## config.mk

```make
export PLATFORM = sky130hd
export DESIGN_NAME = x86_64_subset_length_decoder_top
export DESIGN_NICKNAME = d
export VERILOG_FILES = /design/src/hdl/x86ld_pkg.sv /design/src/hdl/x86_64_subset_length_decoder_top.sv
export SDC_FILE = /design/constraint.sdc
export NUM_CORES = 1
export LEC_CHECK = 0
export BUFFER_PORTS_ARGS = -buffer_cell sky130_fd_sc_hd__buf_2
export CAP_MARGIN = 15
export CELL_PAD_IN_SITES_DETAIL_PLACEMENT = 1
export CELL_PAD_IN_SITES_GLOBAL_PLACEMENT = 1
export CORE_ASPECT_RATIO = 0.7
export CORE_MARGIN = 2
export CORE_UTILIZATION = 48
export CTS_BUF_LIST = sky130_fd_sc_hd__clkbuf_2
export CTS_CLUSTER_DIAMETER = 40
export DETAILED_ROUTE_END_ITERATION = 10
export PLACE_DENSITY = 0.84
export SKIP_CTS_REPAIR_TIMING = 1
export SLEW_MARGIN = 20
export SYNTH_ARGS = -nofsm -noshare
export SYNTH_HDL_FRONTEND = slang
export SYNTH_SLANG_ARGS = --single-unit
export TNS_END_PERCENT = 10
```

## constraint.sdc

```tcl
create_clock -name clock -period 12.2 [get_ports clock]
set_input_delay 1.22 -clock clock [delete_from_list [all_inputs] [get_ports clock]]
set_output_delay 1.22 -clock clock [all_outputs]
set_load 0.01 [all_outputs]
```

## src/hdl/x86ld_pkg.sv

```systemverilog
// ============================================================================
// x86ld_pkg: shared types, codes and opcode tables for the length decoder
// Holds the decode phases, result codes, prefix bytes and the opcode
// classification functions of the supported x86-64 subset.
// ============================================================================
package x86ld_pkg;

   localparam int MAX_LEN_DEF = 15;

   localparam logic [7:0] PFX_OPSIZE    = 8'h66;
   localparam logic [7:0] PFX_REPNE     = 8'hF2;
   localparam logic [7:0] PFX_REP       = 8'hF3;
   localparam logic [7:0] PFX_ADDR      = 8'h67;
   localparam logic [7:0] PFX_LOCK      = 8'hF0;
   localparam logic [7:0] REX_BASE      = 8'h40;
   localparam logic [7:0] ESC_0F        = 8'h0F;
   localparam logic [7:0] OP_IMUL_IMM32 = 8'h69;
   localparam logic [7:0] OP_IMUL_IMM8  = 8'h6B;
   localparam logic [7:0] OP_MOV_R_IMM  = 8'hB8;
   localparam logic [7:0] OP_MOV_RM_IMM = 8'hC7;
   localparam logic [7:0] OP_CALL       = 8'hE8;

   localparam logic [1:0] ST_OK       = 2'd0;
   localparam logic [1:0] ST_UNKNOWN  = 2'd1;
   localparam logic [1:0] ST_TRUNC    = 2'd2;
   localparam logic [1:0] ST_OVERLONG = 2'd3;

   localparam logic [2:0] AM_NONE = 3'd0;
   localparam logic [2:0] AM_REG  = 3'd1;
   localparam logic [2:0] AM_BASE = 3'd2;
   localparam logic [2:0] AM_SIB  = 3'd3;
   localparam logic [2:0] AM_RIP  = 3'd4;

   localparam logic [4:0] NO_INDEX = 5'd16;

   typedef enum logic [2:0] {
      PH_PREFIX,
      PH_OP0F,
      PH_MODRM,
      PH_SIB,
      PH_DISP,
      PH_IMM
   } phase_type;

   function automatic logic op_known(input logic [8:0] op);
      logic [7:0] b;
      logic       known;
      b = op[7:0];
      known = 1'b0;
      if (op[8]) begin
         if (b[7:4] == 4'h8) begin
            known = 1'b1;
         end else begin
            case (b)
               8'hB6, 8'hB7, 8'hAF, 8'h10, 8'h11, 8'h2A, 8'h2C, 8'h2D, 8'h2E,
               8'h2F, 8'h54, 8'h56, 8'h57, 8'h58, 8'h59, 8'h5C, 8'h5E, 8'h6E,
               8'h7E: known = 1'b1;
               default: known = 1'b0;
            endcase
         end
      end else if (b < 8'h40 && b[2:0] < 3'd4) begin
         known = 1'b1;
      end else if (b[7:4] == 4'h5 || b[7:4] == 4'h7 || b[7:3] == OP_MOV_R_IMM[7:3]) begin
         known = 1'b1;
      end else begin
         case (b)
            8'h88, 8'h89, 8'h8A, 8'h8B, 8'h8D, 8'h63, OP_IMUL_IMM32, OP_IMUL_IMM8,
            OP_MOV_RM_IMM, 8'h81, 8'h83, 8'hD2, 8'hD3, 8'hF7, 8'hFF, 8'hC3, 8'h99,
            8'hFC, 8'hA4, OP_CALL, 8'hE9, 8'hEB: known = 1'b1;
            default: known = 1'b0;
         endcase
      end
      return known;
   endfunction

   function automatic logic op_modrm(input logic [8:0] op);
      logic [7:0] b;
      logic       has;
      b = op[7:0];
      has = 1'b0;
      if (op[8]) begin
         has = (b[7:4] != 4'h8);
      end else if (b < 8'h40) begin
         has = 1'b1;
      end else begin
         case (b)
            8'h88, 8'h89, 8'h8A, 8'h8B, 8'h8D, 8'h63, OP_IMUL_IMM32, OP_IMUL_IMM8,
            OP_MOV_RM_IMM, 8'h81, 8'h83, 8'hD2, 8'hD3, 8'hF7, 8'hFF: has = 1'b1;
            default: has = 1'b0;
         endcase
      end
      return has;
   endfunction

   function automatic logic [3:0] imm_width(input logic [8:0] op, input logic rex_w,
                                            input logic [2:0] modrm_reg);
      logic [7:0] b;
      logic [3:0] w;
      b = op[7:0];
      w = 4'd0;
      if (op[8]) begin
         w = (b[7:4] == 4'h8) ? 4'd4 : 4'd0;
      end else if (b[7:3] == OP_MOV_R_IMM[7:3]) begin
         w = rex_w ? 4'd8 : 4'd4;
      end else if (b[7:4] == 4'h7) begin
         w = 4'd1;
      end else begin
         case (b)
            OP_IMUL_IMM32, OP_MOV_RM_IMM, 8'h81, OP_CALL, 8'hE9: w = 4'd4;
            OP_IMUL_IMM8, 8'h83, 8'hEB: w = 4'd1;
            8'hF7: w = (modrm_reg < 3'd2) ? 4'd4 : 4'd0;
            default: w = 4'd0;
         endcase
      end
      return w;
   endfunction

   function automatic logic [2:0] disp_width(input logic [7:0] modrm, input logic [7:0] sib);
      logic [2:0] w;
      case (modrm[7:6])
         2'd3: w = 3'd0;
         2'd1: w = 3'd1;
         2'd2: w = 3'd4;
         default: begin
            if (modrm[2:0] == 3'd4) begin
               w = (sib[2:0] == 3'd5) ? 3'd4 : 3'd0;
            end else begin
               w = (modrm[2:0] == 3'd5) ? 3'd4 : 3'd0;
            end
         end
      endcase
      return w;
   endfunction

endpackage

```

## src/hdl/x86_64_subset_length_decoder_top.sv

```systemverilog
// ============================================================================
// x86_64_subset_length_decoder_top: streaming x86-64 instruction length decoder
// Takes one code byte per request and emits one record per instruction with
// its length, prefixes, REX bits, addressing fields, displacement and immediate.
// ============================================================================
// A record is built from the byte register and leaves through the result register.
// Throughput: one byte per cycle while the consumer does not stall; the byte register and the result register
// let a new request in while an earlier record waits for the consumer.
// The per-byte phase machine and its accumulators compute their next state combinationally from the held byte.
// Reset (synchronous, active high) returns the decoder to the prefix phase
// with all held fields cleared and both registers empty.
module x86_64_subset_length_decoder_top #(
   parameter int MAX_LEN = x86ld_pkg::MAX_LEN_DEF
) (
   input  logic               clock,
   input  logic               reset,
   input  logic               req_valid,
   output logic               req_stall,
   input  logic [7:0]         req_code_byte,
   input  logic               req_range_end,
   output logic               rsp_valid,
   input  logic               rsp_stall,
   output logic [3:0]         rsp_length,
   output logic [8:0]         rsp_opcode,
   output logic [3:0]         rsp_rex_bits,
   output logic [2:0]         rsp_prefix_flags,
   output logic [2:0]         rsp_addr_mode,
   output logic [3:0]         rsp_reg_field,
   output logic [3:0]         rsp_rm_or_base,
   output logic [4:0]         rsp_index_reg,
   output logic [1:0]         rsp_scale_log2,
   output logic signed [31:0] rsp_displacement,
   output logic signed [63:0] rsp_immediate,
   output logic [1:0]         rsp_status
);

   logic       in_vld_ff, in_vld_in;
   logic [7:0] in_byte_ff;
   logic       in_last_ff;
   logic       advance;

   x86ld_pkg::phase_type phase_ff, phase_in, phase_upd;
   logic [3:0]  cnt_ff, cnt_in;
   logic [8:0]  op_ff, op_in, op_upd;
   logic [3:0]  rex_ff, rex_in, rex_upd;
   logic [2:0]  pfx_ff, pfx_in, pfx_upd;
   logic [7:0]  modrm_ff, modrm_in, modrm_upd;
   logic [7:0]  sib_ff, sib_in, sib_upd;
   logic [31:0] disp_ff, disp_in, disp_upd;
   logic [2:0]  disp_left_ff, disp_left_in, disp_left_upd;
   logic [63:0] imm_ff, imm_in, imm_upd;
   logic [3:0]  imm_left_ff, imm_left_in, imm_left_upd;

   logic [3:0] len;
   logic [2:0] dw_cur, dw_new, disp_diff;
   logic [3:0] iw_cur, iw_new, imm_diff;
   logic       go_disp, go_imm, done, unknown, overlong, emit;
   logic [3:0] sib_idx;

   logic        rsp_vld_ff;
   logic [3:0]  len_ff, len_in;
   logic [8:0]  ropc_ff;
   logic [3:0]  rrex_ff;
   logic [2:0]  rpfx_ff;
   logic [2:0]  am_ff, am_in;
   logic [3:0]  reg_ff, reg_in;
   logic [3:0]  rm_ff, rm_in;
   logic [4:0]  idx_ff, idx_in;
   logic [1:0]  scale_ff, scale_in;
   logic [31:0] rdisp_ff, rdisp_in;
   logic [63:0] rimm_ff, rimm_in;
   logic [1:0]  st_ff, st_in;

   assign advance   = in_vld_ff && !(rsp_vld_ff && rsp_stall);
   assign req_stall = in_vld_ff && !advance;
   assign in_vld_in = (req_valid && !req_stall) ? 1'b1 : (advance ? 1'b0 : in_vld_ff);

   always_ff @(posedge clock) begin
      if (reset) begin
         in_vld_ff <= 1'b0;
      end else begin
         in_vld_ff <= in_vld_in;
      end
      if (req_valid && !req_stall) begin
         in_byte_ff <= req_code_byte;
         in_last_ff <= req_range_end;
      end
   end

   always_comb begin
      len           = cnt_ff + 4'd1;
      phase_upd     = phase_ff;
      op_upd        = op_ff;
      rex_upd       = rex_ff;
      pfx_upd       = pfx_ff;
      modrm_upd     = modrm_ff;
      sib_upd       = sib_ff;
      disp_upd      = disp_ff;
      disp_left_upd = disp_left_ff;
      imm_upd       = imm_ff;
      imm_left_upd  = imm_left_ff;
      go_disp       = 1'b0;
      go_imm        = 1'b0;
      done          = 1'b0;
      unknown       = 1'b0;
      dw_cur        = x86ld_pkg::disp_width(modrm_ff, sib_ff);
      iw_cur        = x86ld_pkg::imm_width(op_ff, rex_ff[3], modrm_ff[5:3]);
      disp_diff     = dw_cur - disp_left_ff;
      imm_diff      = iw_cur - imm_left_ff;

      case (phase_ff)
         x86ld_pkg::PH_OP0F: begin
            op_upd = {1'b1, in_byte_ff};
            if (!x86ld_pkg::op_known(op_upd)) begin
               done    = 1'b1;
               unknown = 1'b1;
            end else if (x86ld_pkg::op_modrm(op_upd)) begin
               phase_upd = x86ld_pkg::PH_MODRM;
            end else begin
               go_imm = 1'b1;
            end
         end
         x86ld_pkg::PH_MODRM: begin
            modrm_upd = in_byte_ff;
            if (in_byte_ff[7:6] != 2'd3 && in_byte_ff[2:0] == 3'd4) begin
               phase_upd = x86ld_pkg::PH_SIB;
            end else begin
               go_disp = 1'b1;
            end
         end
         x86ld_pkg::PH_SIB: begin
            sib_upd = in_byte_ff;
            go_disp = 1'b1;
         end
         x86ld_pkg::PH_DISP: begin
            disp_upd[{disp_diff[1:0], 3'b000} +: 8] =
               disp_ff[{disp_diff[1:0], 3'b000} +: 8] | in_byte_ff;
            disp_left_upd = disp_left_ff - 3'd1;
            if (disp_left_upd == 3'd0) begin
               go_imm = 1'b1;
            end
         end
         x86ld_pkg::PH_IMM: begin
            imm_upd[{imm_diff[2:0], 3'b000} +: 8] =
               imm_ff[{imm_diff[2:0], 3'b000} +: 8] | in_byte_ff;
            imm_left_upd = imm_left_ff - 4'd1;
            if (imm_left_upd == 4'd0) begin
               done = 1'b1;
            end
         end
         default: begin
            if (in_byte_ff == x86ld_pkg::PFX_OPSIZE) begin
               pfx_upd = pfx_ff | 3'b001;
               rex_upd = 4'd0;
            end else if (in_byte_ff == x86ld_pkg::PFX_REPNE) begin
               pfx_upd = {2'b01, pfx_ff[0]};
               rex_upd = 4'd0;
            end else if (in_byte_ff == x86ld_pkg::PFX_REP) begin
               pfx_upd = {2'b10, pfx_ff[0]};
               rex_upd = 4'd0;
            end else if (in_byte_ff == x86ld_pkg::PFX_ADDR ||
                         in_byte_ff == x86ld_pkg::PFX_LOCK) begin
               rex_upd = 4'd0;
            end else if (in_byte_ff[7:4] == x86ld_pkg::REX_BASE[7:4]) begin
               rex_upd = in_byte_ff[3:0];
            end else if (in_byte_ff == x86ld_pkg::ESC_0F) begin
               op_upd    = 9'h100;
               phase_upd = x86ld_pkg::PH_OP0F;
            end else begin
               op_upd = {1'b0, in_byte_ff};
               if (!x86ld_pkg::op_known(op_upd)) begin
                  done    = 1'b1;
                  unknown = 1'b1;
               end else if (x86ld_pkg::op_modrm(op_upd)) begin
                  phase_upd = x86ld_pkg::PH_MODRM;
               end else begin
                  go_imm = 1'b1;
               end
            end
         end
      endcase

      dw_new = x86ld_pkg::disp_width(modrm_upd, sib_upd);
      iw_new = x86ld_pkg::imm_width(op_upd, rex_upd[3], modrm_upd[5:3]);
      if (go_disp) begin
         if (dw_new == 3'd0) begin
            go_imm = 1'b1;
         end else begin
            disp_left_upd = dw_new;
            phase_upd     = x86ld_pkg::PH_DISP;
         end
      end
      if (go_imm) begin
         if (iw_new == 4'd0) begin
            done = 1'b1;
         end else begin
            imm_left_upd = iw_new;
            phase_upd    = x86ld_pkg::PH_IMM;
         end
      end

      overlong = (len >= 4'(MAX_LEN));
      emit     = done || overlong || in_last_ff;

      len_in   = (!done && overlong) ? 4'(MAX_LEN) : len;
      st_in    = done ? (unknown ? x86ld_pkg::ST_UNKNOWN : x86ld_pkg::ST_OK) :
                 (overlong ? x86ld_pkg::ST_OVERLONG : x86ld_pkg::ST_TRUNC);
      am_in    = x86ld_pkg::AM_NONE;
      reg_in   = 4'd0;
      rm_in    = 4'd0;
      idx_in   = x86ld_pkg::NO_INDEX;
      scale_in = 2'd0;
      rdisp_in = 32'd0;
      rimm_in  = 64'd0;
      sib_idx  = {rex_upd[1], sib_upd[5:3]};
      if (done && !unknown) begin
         if (x86ld_pkg::op_modrm(op_upd)) begin
            reg_in = {rex_upd[2], modrm_upd[5:3]};
            if (modrm_upd[7:6] == 2'd3) begin
               am_in = x86ld_pkg::AM_REG;
               rm_in = {rex_upd[0], modrm_upd[2:0]};
            end else if (modrm_upd[2:0] == 3'd4) begin
               am_in    = x86ld_pkg::AM_SIB;
               rm_in    = {rex_upd[0], sib_upd[2:0]};
               idx_in   = (sib_idx == 4'd4) ? x86ld_pkg::NO_INDEX : {1'b0, sib_idx};
               scale_in = sib_upd[7:6];
            end else if (modrm_upd[7:6] == 2'd0 && modrm_upd[2:0] == 3'd5) begin
               am_in = x86ld_pkg::AM_RIP;
            end else begin
               am_in = x86ld_pkg::AM_BASE;
               rm_in = {rex_upd[0], modrm_upd[2:0]};
            end
            rdisp_in = (dw_new == 3'd1) ? {{24{disp_upd[7]}}, disp_upd[7:0]} : disp_upd;
         end
         if (iw_new == 4'd1) begin
            rimm_in = {{56{imm_upd[7]}}, imm_upd[7:0]};
         end else if (iw_new == 4'd4) begin
            rimm_in = {{32{imm_upd[31]}}, imm_upd[31:0]};
         end else begin
            rimm_in = imm_upd;
         end
      end

      if (emit) begin
         phase_in     = x86ld_pkg::PH_PREFIX;
         cnt_in       = 4'd0;
         op_in        = 9'd0;
         rex_in       = 4'd0;
         pfx_in       = 3'd0;
         modrm_in     = 8'd0;
         sib_in       = 8'd0;
         disp_in      = 32'd0;
         disp_left_in = 3'd0;
         imm_in       = 64'd0;
         imm_left_in  = 4'd0;
      end else begin
         phase_in     = phase_upd;
         cnt_in       = len;
         op_in        = op_upd;
         rex_in       = rex_upd;
         pfx_in       = pfx_upd;
         modrm_in     = modrm_upd;
         sib_in       = sib_upd;
         disp_in      = disp_upd;
         disp_left_in = disp_left_upd;
         imm_in       = imm_upd;
         imm_left_in  = imm_left_upd;
      end
   end

   always_ff @(posedge clock) begin
      if (reset) begin
         phase_ff     <= x86ld_pkg::PH_PREFIX;
         cnt_ff       <= 4'd0;
         op_ff        <= 9'd0;
         rex_ff       <= 4'd0;
         pfx_ff       <= 3'd0;
         modrm_ff     <= 8'd0;
         sib_ff       <= 8'd0;
         disp_ff      <= 32'd0;
         disp_left_ff <= 3'd0;
         imm_ff       <= 64'd0;
         imm_left_ff  <= 4'd0;
      end else if (advance) begin
         phase_ff     <= phase_in;
         cnt_ff       <= cnt_in;
         op_ff        <= op_in;
         rex_ff       <= rex_in;
         pfx_ff       <= pfx_in;
         modrm_ff     <= modrm_in;
         sib_ff       <= sib_in;
         disp_ff      <= disp_in;
         disp_left_ff <= disp_left_in;
         imm_ff       <= imm_in;
         imm_left_ff  <= imm_left_in;
      end
   end

   always_ff @(posedge clock) begin
      if (reset) begin
         rsp_vld_ff <= 1'b0;
      end else if (advance && emit) begin
         rsp_vld_ff <= 1'b1;
      end else if (!rsp_stall) begin
         rsp_vld_ff <= 1'b0;
      end
      if (advance && emit) begin
         len_ff   <= len_in;
         ropc_ff  <= op_upd;
         rrex_ff  <= rex_upd;
         rpfx_ff  <= pfx_upd;
         am_ff    <= am_in;
         reg_ff   <= reg_in;
         rm_ff    <= rm_in;
         idx_ff   <= idx_in;
         scale_ff <= scale_in;
         rdisp_ff <= rdisp_in;
         rimm_ff  <= rimm_in;
         st_ff    <= st_in;
      end
   end

   assign rsp_valid        = rsp_vld_ff;
   assign rsp_length       = len_ff;
   assign rsp_opcode       = ropc_ff;
   assign rsp_rex_bits     = rrex_ff;
   assign rsp_prefix_flags = rpfx_ff;
   assign rsp_addr_mode    = am_ff;
   assign rsp_reg_field    = reg_ff;
   assign rsp_rm_or_base   = rm_ff;
   assign rsp_index_reg    = idx_ff;
   assign rsp_scale_log2   = scale_ff;
   assign rsp_displacement = rdisp_ff;
   assign rsp_immediate    = rimm_ff;
   assign rsp_status       = st_ff;

   // Every emitted record leaves the decoder in its starting state.
   a_clear_after_record: assert property (@(posedge clock) disable iff (reset)
      (advance && emit) |=> (phase_ff == x86ld_pkg::PH_PREFIX && cnt_ff == 4'd0 &&
                             rex_ff == 4'd0 && pfx_ff == 3'd0))
      else $error("decoder state not cleared after a record");

   a_count_bound: assert property (@(posedge clock) disable iff (reset)
      cnt_ff < 4'(MAX_LEN))
      else $error("byte count reached the length limit without a record");

   a_prefix_idle: assert property (@(posedge clock) disable iff (reset)
      (phase_ff == x86ld_pkg::PH_PREFIX) |-> (disp_left_ff == 3'd0 && imm_left_ff == 4'd0))
      else $error("pending displacement or immediate bytes in the prefix phase");

   a_record_length: assert property (@(posedge clock) disable iff (reset)
      rsp_vld_ff |-> (len_ff != 4'd0 && len_ff <= 4'(MAX_LEN)))
      else $error("record length out of range");

endmodule

```

Word level (Yosys, flattened, before mapping)
Index checks and enable logic that the tools add are counted.
{"block": "word_totals", "reg_bits": 289, "in_bits": 13}
{"block": "op_classes", "bitwise_logic": 5, "addsub": 7, "eq_ne": 109, "n_lt_le_gt_ge": 6, "reduce_logical": 44, "shifts": 6, "n_mux": 151}
{"cell": "8-bit equality test, second input constant", "n": 47}
{"cell": "64-bit two-way mux", "n": 4}
{"cell": "8-bit by 7-bit equality test with 1-bit output, second input constant", "n": 19}
{"cell": "3-bit two-way mux", "n": 38}
{"cell": "32-bit two-way mux", "n": 3}
{"cell": "4-bit two-way mux", "n": 18}
{"cell": "64-bit bitwise mux", "n": 1}
{"cell": "8-bit by 8-bit variable shift with 64-bit output, first input constant", "n": 1}
{"cell": "64-bit by 7-bit indexed part select with 8-bit output", "n": 1}
{"cell": "8-bit by 8-bit indexed part select with 64-bit output", "n": 1}
{"cell": "9-bit two-way mux", "n": 7}
{"cell": "1-bit two-way mux", "n": 61}
{"cell": "8-bit by 6-bit equality test with 1-bit output, second input constant", "n": 5}
{"cell": "3-bit case mux with 3 select lines", "n": 4}
{"cell": "32-bit bitwise mux", "n": 1}
{"cell": "8-bit two-way mux", "n": 4}
{"cell": "8-bit by 7-bit variable shift with 32-bit output, first input constant", "n": 1}
{"cell": "32-bit by 6-bit indexed part select with 8-bit output", "n": 1}
{"cell": "8-bit by 7-bit indexed part select with 32-bit output", "n": 1}
{"cell": "15-bit OR reduction", "n": 2}
{"cell": "4-bit by 3-bit equality test with 1-bit output, second input constant", "n": 7}
{"cell": "22-bit OR reduction", "n": 1}
{"cell": "3-bit equality test, second input constant", "n": 7}
{"cell": "5-bit OR reduction", "n": 4}
{"cell": "other kinds (42)", "n": 89}

Longest topological paths before layout
{"block": "depth", "word_depth": 36, "mapped_depth": 21}

Worst setup path before layout
Ideal clock, no wire load.
{"block": "synth_timing", "path_kind": "register to register", "startpoint": "register in_byte_ff[4]", "endpoint": "register am_ff[0], in the netlist rsp_addr_mode[0], enable pin", "stages_incl_launch_ff": 14, "setup_time_ns": 0.633, "n_path_buf": 3, "required_ns": 11.567, "arrival_time_ns": 8.375, "period_less_slack_ns": 9.007, "setup_slack_ns": 3.193, "cell_sequence": "edfxtp_1 -> buf_2 -> or3b_4 -> o41ai_2 -> o21bai_4 -> a32o_1 -> nand2b_4 -> nor2_1 -> o2111ai_2 -> and3_1 -> buf_2 -> a21oi_2 -> buf_4 -> nor2_1"}
{"element": "from (decl)", "line": "x86_64_subset_length_decoder_top.sv:38", "source": "logic [7:0] in_byte_ff;"}
{"element": "from (signal assigned)", "line": "x86_64_subset_length_decoder_top.sv:85", "source": "in_byte_ff <= req_code_byte;"}
{"element": "8-bit by 4-bit equality test with 1-bit output", "line": "x86_64_subset_length_decoder_top.sv:166", "source": "end else if (in_byte_ff == x86ld_pkg::ESC_0F) begin"}
{"element": "9-bit two-way mux", "line": "x86_64_subset_length_decoder_top.sv:166"}
{"element": "9-bit two-way mux", "line": "x86_64_subset_length_decoder_top.sv:164", "source": "end else if (in_byte_ff[7:4] == x86ld_pkg::REX_BASE[7:4]) begin"}
{"element": "9-bit two-way mux", "line": "x86_64_subset_length_decoder_top.sv:161", "source": "end else if (in_byte_ff == x86ld_pkg::PFX_ADDR ||"}
{"element": "9-bit two-way mux", "line": "x86_64_subset_length_decoder_top.sv:158", "source": "end else if (in_byte_ff == x86ld_pkg::PFX_REP) begin"}
{"element": "9-bit two-way mux", "line": "x86_64_subset_length_decoder_top.sv:155", "source": "end else if (in_byte_ff == x86ld_pkg::PFX_REPNE) begin"}
{"element": "9-bit two-way mux", "line": "x86_64_subset_length_decoder_top.sv:152", "source": "if (in_byte_ff == x86ld_pkg::PFX_OPSIZE) begin"}
{"element": "9-bit case mux with 2 select lines *", "line": "x86_64_subset_length_decoder_top.sv:111", "source": "case (phase_ff)"}
{"element": "via op_upd[4]", "line": "x86_64_subset_length_decoder_top.sv:44", "source": "logic [8:0] op_ff, op_in, op_upd;"}
{"element": "[... 3 more ...]"}
{"element": "3-bit two-way mux", "line": "x86ld_pkg.sv:105", "source": "end else if (b[7:4] == 4'h7) begin"}
{"element": "4-bit two-way mux", "line": "x86ld_pkg.sv:103", "source": "end else if (b[7:3] == OP_MOV_R_IMM[7:3]) begin"}
{"element": "4-bit two-way mux *", "line": "x86ld_pkg.sv:101", "source": "if (op[8]) begin"}
{"element": "4-bit logical NOT *", "line": "x86_64_subset_length_decoder_top.sv:194", "source": "if (iw_new == 4'd0) begin"}
{"element": "1-bit two-way mux *", "line": "x86_64_subset_length_decoder_top.sv:194"}
{"element": "1-bit two-way mux *", "line": "x86_64_subset_length_decoder_top.sv:193", "source": "if (go_imm) begin"}
{"element": "1-bit logical OR * (2 in series)", "line": "x86_64_subset_length_decoder_top.sv:203", "source": "emit = done || overlong || in_last_ff;"}
{"element": "1-bit logical AND *", "line": "x86_64_subset_length_decoder_top.sv:307", "source": "if (advance && emit) begin"}
{"element": "to (signal assigned)", "line": "x86_64_subset_length_decoder_top.sv:312", "source": "am_ff <= am_in;"}
{"element": "to (decl)", "line": "x86_64_subset_length_decoder_top.sv:65", "source": "logic [2:0] am_ff, am_in;"}
The timed path passes the listed nets; every way through them passes the cells marked *. The select of a mux whose other input is x is not followed.
A chain may end at the register's enable or synchronous reset.

Worst setup path in the final report
{"block": "layout_timing", "startpoint": "register in_byte_ff[6]", "endpoint": "register rimm_ff[31], in the netlist rsp_immediate[31] (data pin)"}
{"block": "layout_between", "elab_chain_len": 25}
{"element": "8-bit equality test / 8-bit by 7-bit equality test with 1-bit output (equally long branches)", "line": "x86ld_pkg.sv:66, x86ld_pkg.sv:86"}
{"element": "15-bit OR reduction", "line": "x86ld_pkg.sv:86", "source": "case (b)"}
{"element": "1-bit two-way mux", "line": "x86ld_pkg.sv:86"}
{"element": "1-bit two-way mux", "line": "x86ld_pkg.sv:83", "source": "end else if (b < 8'h40) begin"}
{"element": "1-bit two-way mux", "line": "x86_64_subset_length_decoder_top.sv:171", "source": "if (!x86ld_pkg::op_known(op_upd)) begin"}
{"element": "1-bit two-way mux", "line": "x86_64_subset_length_decoder_top.sv:166"}
{"element": "1-bit two-way mux", "line": "x86_64_subset_length_decoder_top.sv:164"}
{"element": "1-bit two-way mux", "line": "x86_64_subset_length_decoder_top.sv:161"}
{"element": "[... 9 more ...]"}
{"element": "1-bit two-way mux", "line": "x86_64_subset_length_decoder_top.sv:158"}
{"element": "1-bit two-way mux", "line": "x86_64_subset_length_decoder_top.sv:155"}
{"element": "1-bit two-way mux", "line": "x86_64_subset_length_decoder_top.sv:152"}
{"element": "1-bit case mux with 3 select lines", "line": "x86_64_subset_length_decoder_top.sv:111"}
{"element": "1-bit two-way mux", "line": "x86_64_subset_length_decoder_top.sv:186", "source": "if (dw_new == 3'd0) begin"}
{"element": "1-bit two-way mux", "line": "x86_64_subset_length_decoder_top.sv:185", "source": "if (go_disp) begin"}
{"element": "1-bit two-way mux", "line": "x86_64_subset_length_decoder_top.sv:193"}
{"element": "1-bit logical AND", "line": "x86_64_subset_length_decoder_top.sv:216", "source": "if (done && !unknown) begin"}
{"element": "to (signal assigned)", "line": "x86_64_subset_length_decoder_top.sv:318", "source": "rimm_ff <= rimm_in;"}
{"element": "to (decl)", "line": "x86_64_subset_length_decoder_top.sv:71", "source": "logic [63:0] rimm_ff, rimm_in;"}
Parallel ways exist; a longest one is shown, timed or not. The select of a mux whose other input is x is not followed.

==> Flow_metrics.wiki <==
{| class="wikitable"
! Metric !! Value
|-
| Total length of routed wires || ~48000 µm
|-
| Die W || about 210 µm
|-
| Sum Neg Setup Slack || 0 ns
|-
| Yosys warns || 0
|-
| Internal power component || 1380 µW
|-
| Number of antenna violations at the first check in global routing || 2
|-
| Capturing point of the worst reg2reg path || rsp_immediate[31]$_SDFFCE_PP0P_
|-
| Pre-Repair DR Iteration Count || 5
|-
| Residual DRC count || 0
|-
| Leakage Power || 0.00579 µW
|-
| Critical path origin || in_byte_ff[6]$_DFFE_PP_
|-
| Worst reg2reg startpoint || in_byte_ff[6]$_DFFE_PP_
|-
| I/O pin count || 151
|-
| Clock latency on the worst-skew pair || 0.98 ns
|-
| Achievable frequency || 0.178 GHz
|-
| Maximum number of pins on one net before global-route repair || 72
|-
| Die area || 31800 µm²
|-
| Area of the mapped netlist || 14600 µm²
|-
| Switching part of the total || 0.291
|-
| Placed insts || 1936
|-
| Share of total power in the clock network || 0.369
|-
| Clock H-tree levels || 3
|-
| Critical path launch point type || flip-flop
|-
| Height of the die || approximately 150 µm
|-
| Critical path start-end classification || reg2reg
|-
| Total clock buffers created by CTS || 74
|-
| Portion of synthesized cell area occupied by the leading cell type || 0.299
|-
| Vias per std cell || 6.18
|-
| Clock Path Buffers || 3
|-
| Slew margin rel. || 0.234
|-
| Synthesized flop and latch total || 289
|-
| Count of filler cells inserted in the layout || 3500
|-
| Fraction of final layout cells sized beyond drive strength 1 || 0.226
|-
| Post-Syn Nets || 1496
|-
| Average wire per standard cell || about 23 µm
|-
| Final period demand of the worst path || 5.62 ns
|-
| Number of maximum-capacitance constraint violations || 0
|-
| Sequential fraction of design power || 0.543
|-
| Data required, critical path || between 10 and 15 ns
|-
| Worst-margin pin slew || 1.15 ns
|-
| Setup skew after layout || 0.0809 ns
|-
| Unique cell type count in the Yosys netlist || between 90 and 100
|-
| Arrival time worst endpoint || around 6.3 ns
|-
| Synthesized instance count || about 1500
|-
| Setup repair after global routing missed its margin || no
|-
| Logic gate share of total power || 0.088
|-
| Largest cells by area after synthesis || sky130_fd_sc_hd__edfxtp_1, sky130_fd_sc_hd__dfxtp_1, sky130_fd_sc_hd__a22o_1, sky130_fd_sc_hd__nand2_1, sky130_fd_sc_hd__a21oi_1
|-
| Capturing instance or port of the critical path || rsp_immediate[31]$_SDFFCE_PP0P_
|-
| Pins Over Slew Limit || 0
|-
| Number of flops mapped to enable cells by yosys || 145
|-
| Pwr/cell area || 120 nW/µm²
|-
| Capturing element type of the critical path || flip-flop
|-
| Non-filler cells, final || ~2100
|-
| Syn_area_per_cell || 9.95 µm²
|-
| Crit share post-route || 0.461
|-
| Layout Area Growth over Synthesis || 11.8%
|-
| Total Routing Usage GR || 0.305
|-
| Cell count of the worst reg-to-reg path || 12
|-
| Number of global-route vias before repair || 12700
|-
| Hold violation count in the final report || 0
|-
| Starting Density || 0.486
|-
| Nets || roughly 1600
|-
| Proportion of register bits with asynchronous set or reset after synthesis || 0
|-
| Number of input and output port buffers inserted || 150
|-
| Placeable Area || 30000 µm²
|-
| Cell row count || 53
|-
| Vias after detailed routing || approximately 13000
|-
| GRT Residual Overflow || 0
|-
| Antenna Nets Post-Route || 0
|-
| Sink Count || roughly 290
|-
| Highest ir drop seen on vdd || between 70 and 80 µV
|-
| Flop2flop setup slack || ~6.6 ns
|-
| Share of synthesized area occupied by flip-flops and latches || 0.497
|-
| HPWL after DPL || 33400 µm
|-
| RePlAce Congestion || about 0.95
|-
| Tightest Hold Check Type || in2reg
|-
| Switching power || 566 µW
|-
| Clock tree from TritonCTS || done
|-
| Cell type contributing the most total cell area after synthesis || sky130_fd_sc_hd__edfxtp_1
|-
| DRC marker count from the first detailed-route iteration || 1206
|-
| Root cell of the clock tree || sky130_fd_sc_hd__clkbuf_2
|-
| Clock-pin slew reported for the worst setup and hold paths after clock tree synthesis || 0.12 ns
|-
| Maximum fanout count along the critical path || between 40 and 50
|-
| Dominant register cell in the synthesized netlist || sky130_fd_sc_hd__edfxtp_1
|-
| First-pass GRT wire length || about 74000 µm
|-
| Run status || completed
|-
| Number of setup violations in the final report || 0
|}
-- power groups by stage --
stage / registers, µW / logic (µW) / clock network, µW
floorplan: 1090 / 91.7 / 0
finish: 1060 / 172 / 718
global route: 1060 / 183 / 778
CTS: 1060 / 168 / 733
detailed placement: 1080 / 168 / 0
global placement: 1080 / 165 / 0
-- routing by layer --
| layer | share of wire | GRT usage |
|---|---|---|
| met3 | 0.090 | 0.0747 |
| met1 | 0.46 | 0.446 |
| met2 | 0.44 | 0.454 |
| met4 | 0.015 | 0.0727 |
| met5 | 0 | 0 |
-- Yosys cell counts (22+ instances only) --
library cell / n
sky130_fd_sc_hd__a21oi_1: 130
sky130_fd_sc_hd__inv_1: 40
sky130_fd_sc_hd__edfxtp_1: 145
sky130_fd_sc_hd__a22o_1: 90
sky130_fd_sc_hd__o32ai_1: 22
sky130_fd_sc_hd__dfxtp_1: 144
sky130_fd_sc_hd__nor3_1: 38
sky130_fd_sc_hd__o21ai_0: 80
sky130_fd_sc_hd__nand2_1: 198
sky130_fd_sc_hd__nor2_1: 126
sky130_fd_sc_hd__clkbuf_1: 77
sky130_fd_sc_hd__mux4_2: 24
-- stage by stage --
step	hold slack, ns	util	instance area (µm²)	setup slack [ns]	total power (µW)
finish	0.437	0.543	16300	6.58	1950
global route	0.335	0.543	16300	6.30	2020
CTS	0.344	0.542	16200	6.69	1960
detailed placement	0.457	0.518	15500	6.64	1250
global placement	0.444	0.518	15500	6.76	1240
floorplan	0.436	-	14600	3.19	1180
-- critical path: stages (launching register included) --
cell and delay, ns:
sky130_fd_sc_hd__edfxtp_1 1.00, sky130_fd_sc_hd__nand3b_1 0.39, sky130_fd_sc_hd__o31ai_1 0.48, sky130_fd_sc_hd__a21oi_1 0.24, sky130_fd_sc_hd__a311oi_2 0.42, sky130_fd_sc_hd__nand3_1 0.19, sky130_fd_sc_hd__or4_1 0.51, sky130_fd_sc_hd__a31o_1 0.26
sky130_fd_sc_hd__o211a_1 0.26, sky130_fd_sc_hd__a21oi_4 0.20, sky130_fd_sc_hd__buf_4 0.44, sky130_fd_sc_hd__a21o_1 0.67, sky130_fd_sc_hd__a21oi_1 0.23
-- cell families after synthesis --
| kind of cell | Yosys count | synth area share |
|---|---|---|
| muxes | 43 | 0.0509 |
| and+or+nand+nor | 508 | 0.170 |
| DFF | 289 | 0.497 |
| AOI/OAI and AO/OA | 441 | 0.213 |
| buffers and inverters | 152 | 0.0440 |
| adders and majority gates | 19 | 0.0163 |
| xor gates and xnor gates | 12 | 0.00902 |
-- how the worst min path moves through the flow --
| stage | from | to | slack (ns) | depth (start not counted) |
|---|---|---|---|---|
| floorplan | modrm_ff[0]$_SDFFE_PP0P_ | modrm_ff[0]$_SDFFE_PP0P_ | 0.44 | 2 |
| global route | req_code_byte[5] | in_byte_ff[5]$_DFFE_PP_ | 0.33 | 1 |
| CTS | req_code_byte[5] | in_byte_ff[5]$_DFFE_PP_ | 0.34 | 1 |
| finish | req_code_byte[5] | in_byte_ff[5]$_DFFE_PP_ | 0.44 | 1 |
| detailed placement | modrm_ff[0]$_SDFFE_PP0P_ | modrm_ff[0]$_SDFFE_PP0P_ | 0.46 | 2 |
| global placement | modrm_ff[0]$_SDFFE_PP0P_ | modrm_ff[0]$_SDFFE_PP0P_ | 0.44 | 2 |
-- placed cells by master, fill, tap and decap left out, drive strengths merged, types with 22 or more instances in the layout --
cell    synthesis  routed
nor3           44      44
edfxtp        145     145
buf            32     170
nand2         198     198
clkbuf         77     113
nor2          126     126
inv            42      44
a22o           90      90
o21ai          83      83
o32ai          22      22
dfxtp         144     144
mux4           24      24
a21oi         135     135
-- final cells by class --
| class | instances | area (µm²) | share of cell area |
|---|---|---|---|
| antenna | 3 | 7.51 | 0.000461 |
| clock buffer | 113 | 566 | 0.0347 |
| clock inverter | 25 | 165 | 0.0101 |
| inverter | 43 | 161 | 0.00991 |
| multi-input combinational | 1023 | 6720 | 0.413 |
| sequential | 289 | 7240 | 0.444 |
| tap | 412 | 515 | 0.0317 |
| timing repair buffer | 170 | 913 | 0.0561 |
Power figures use the tool's default switching activity.
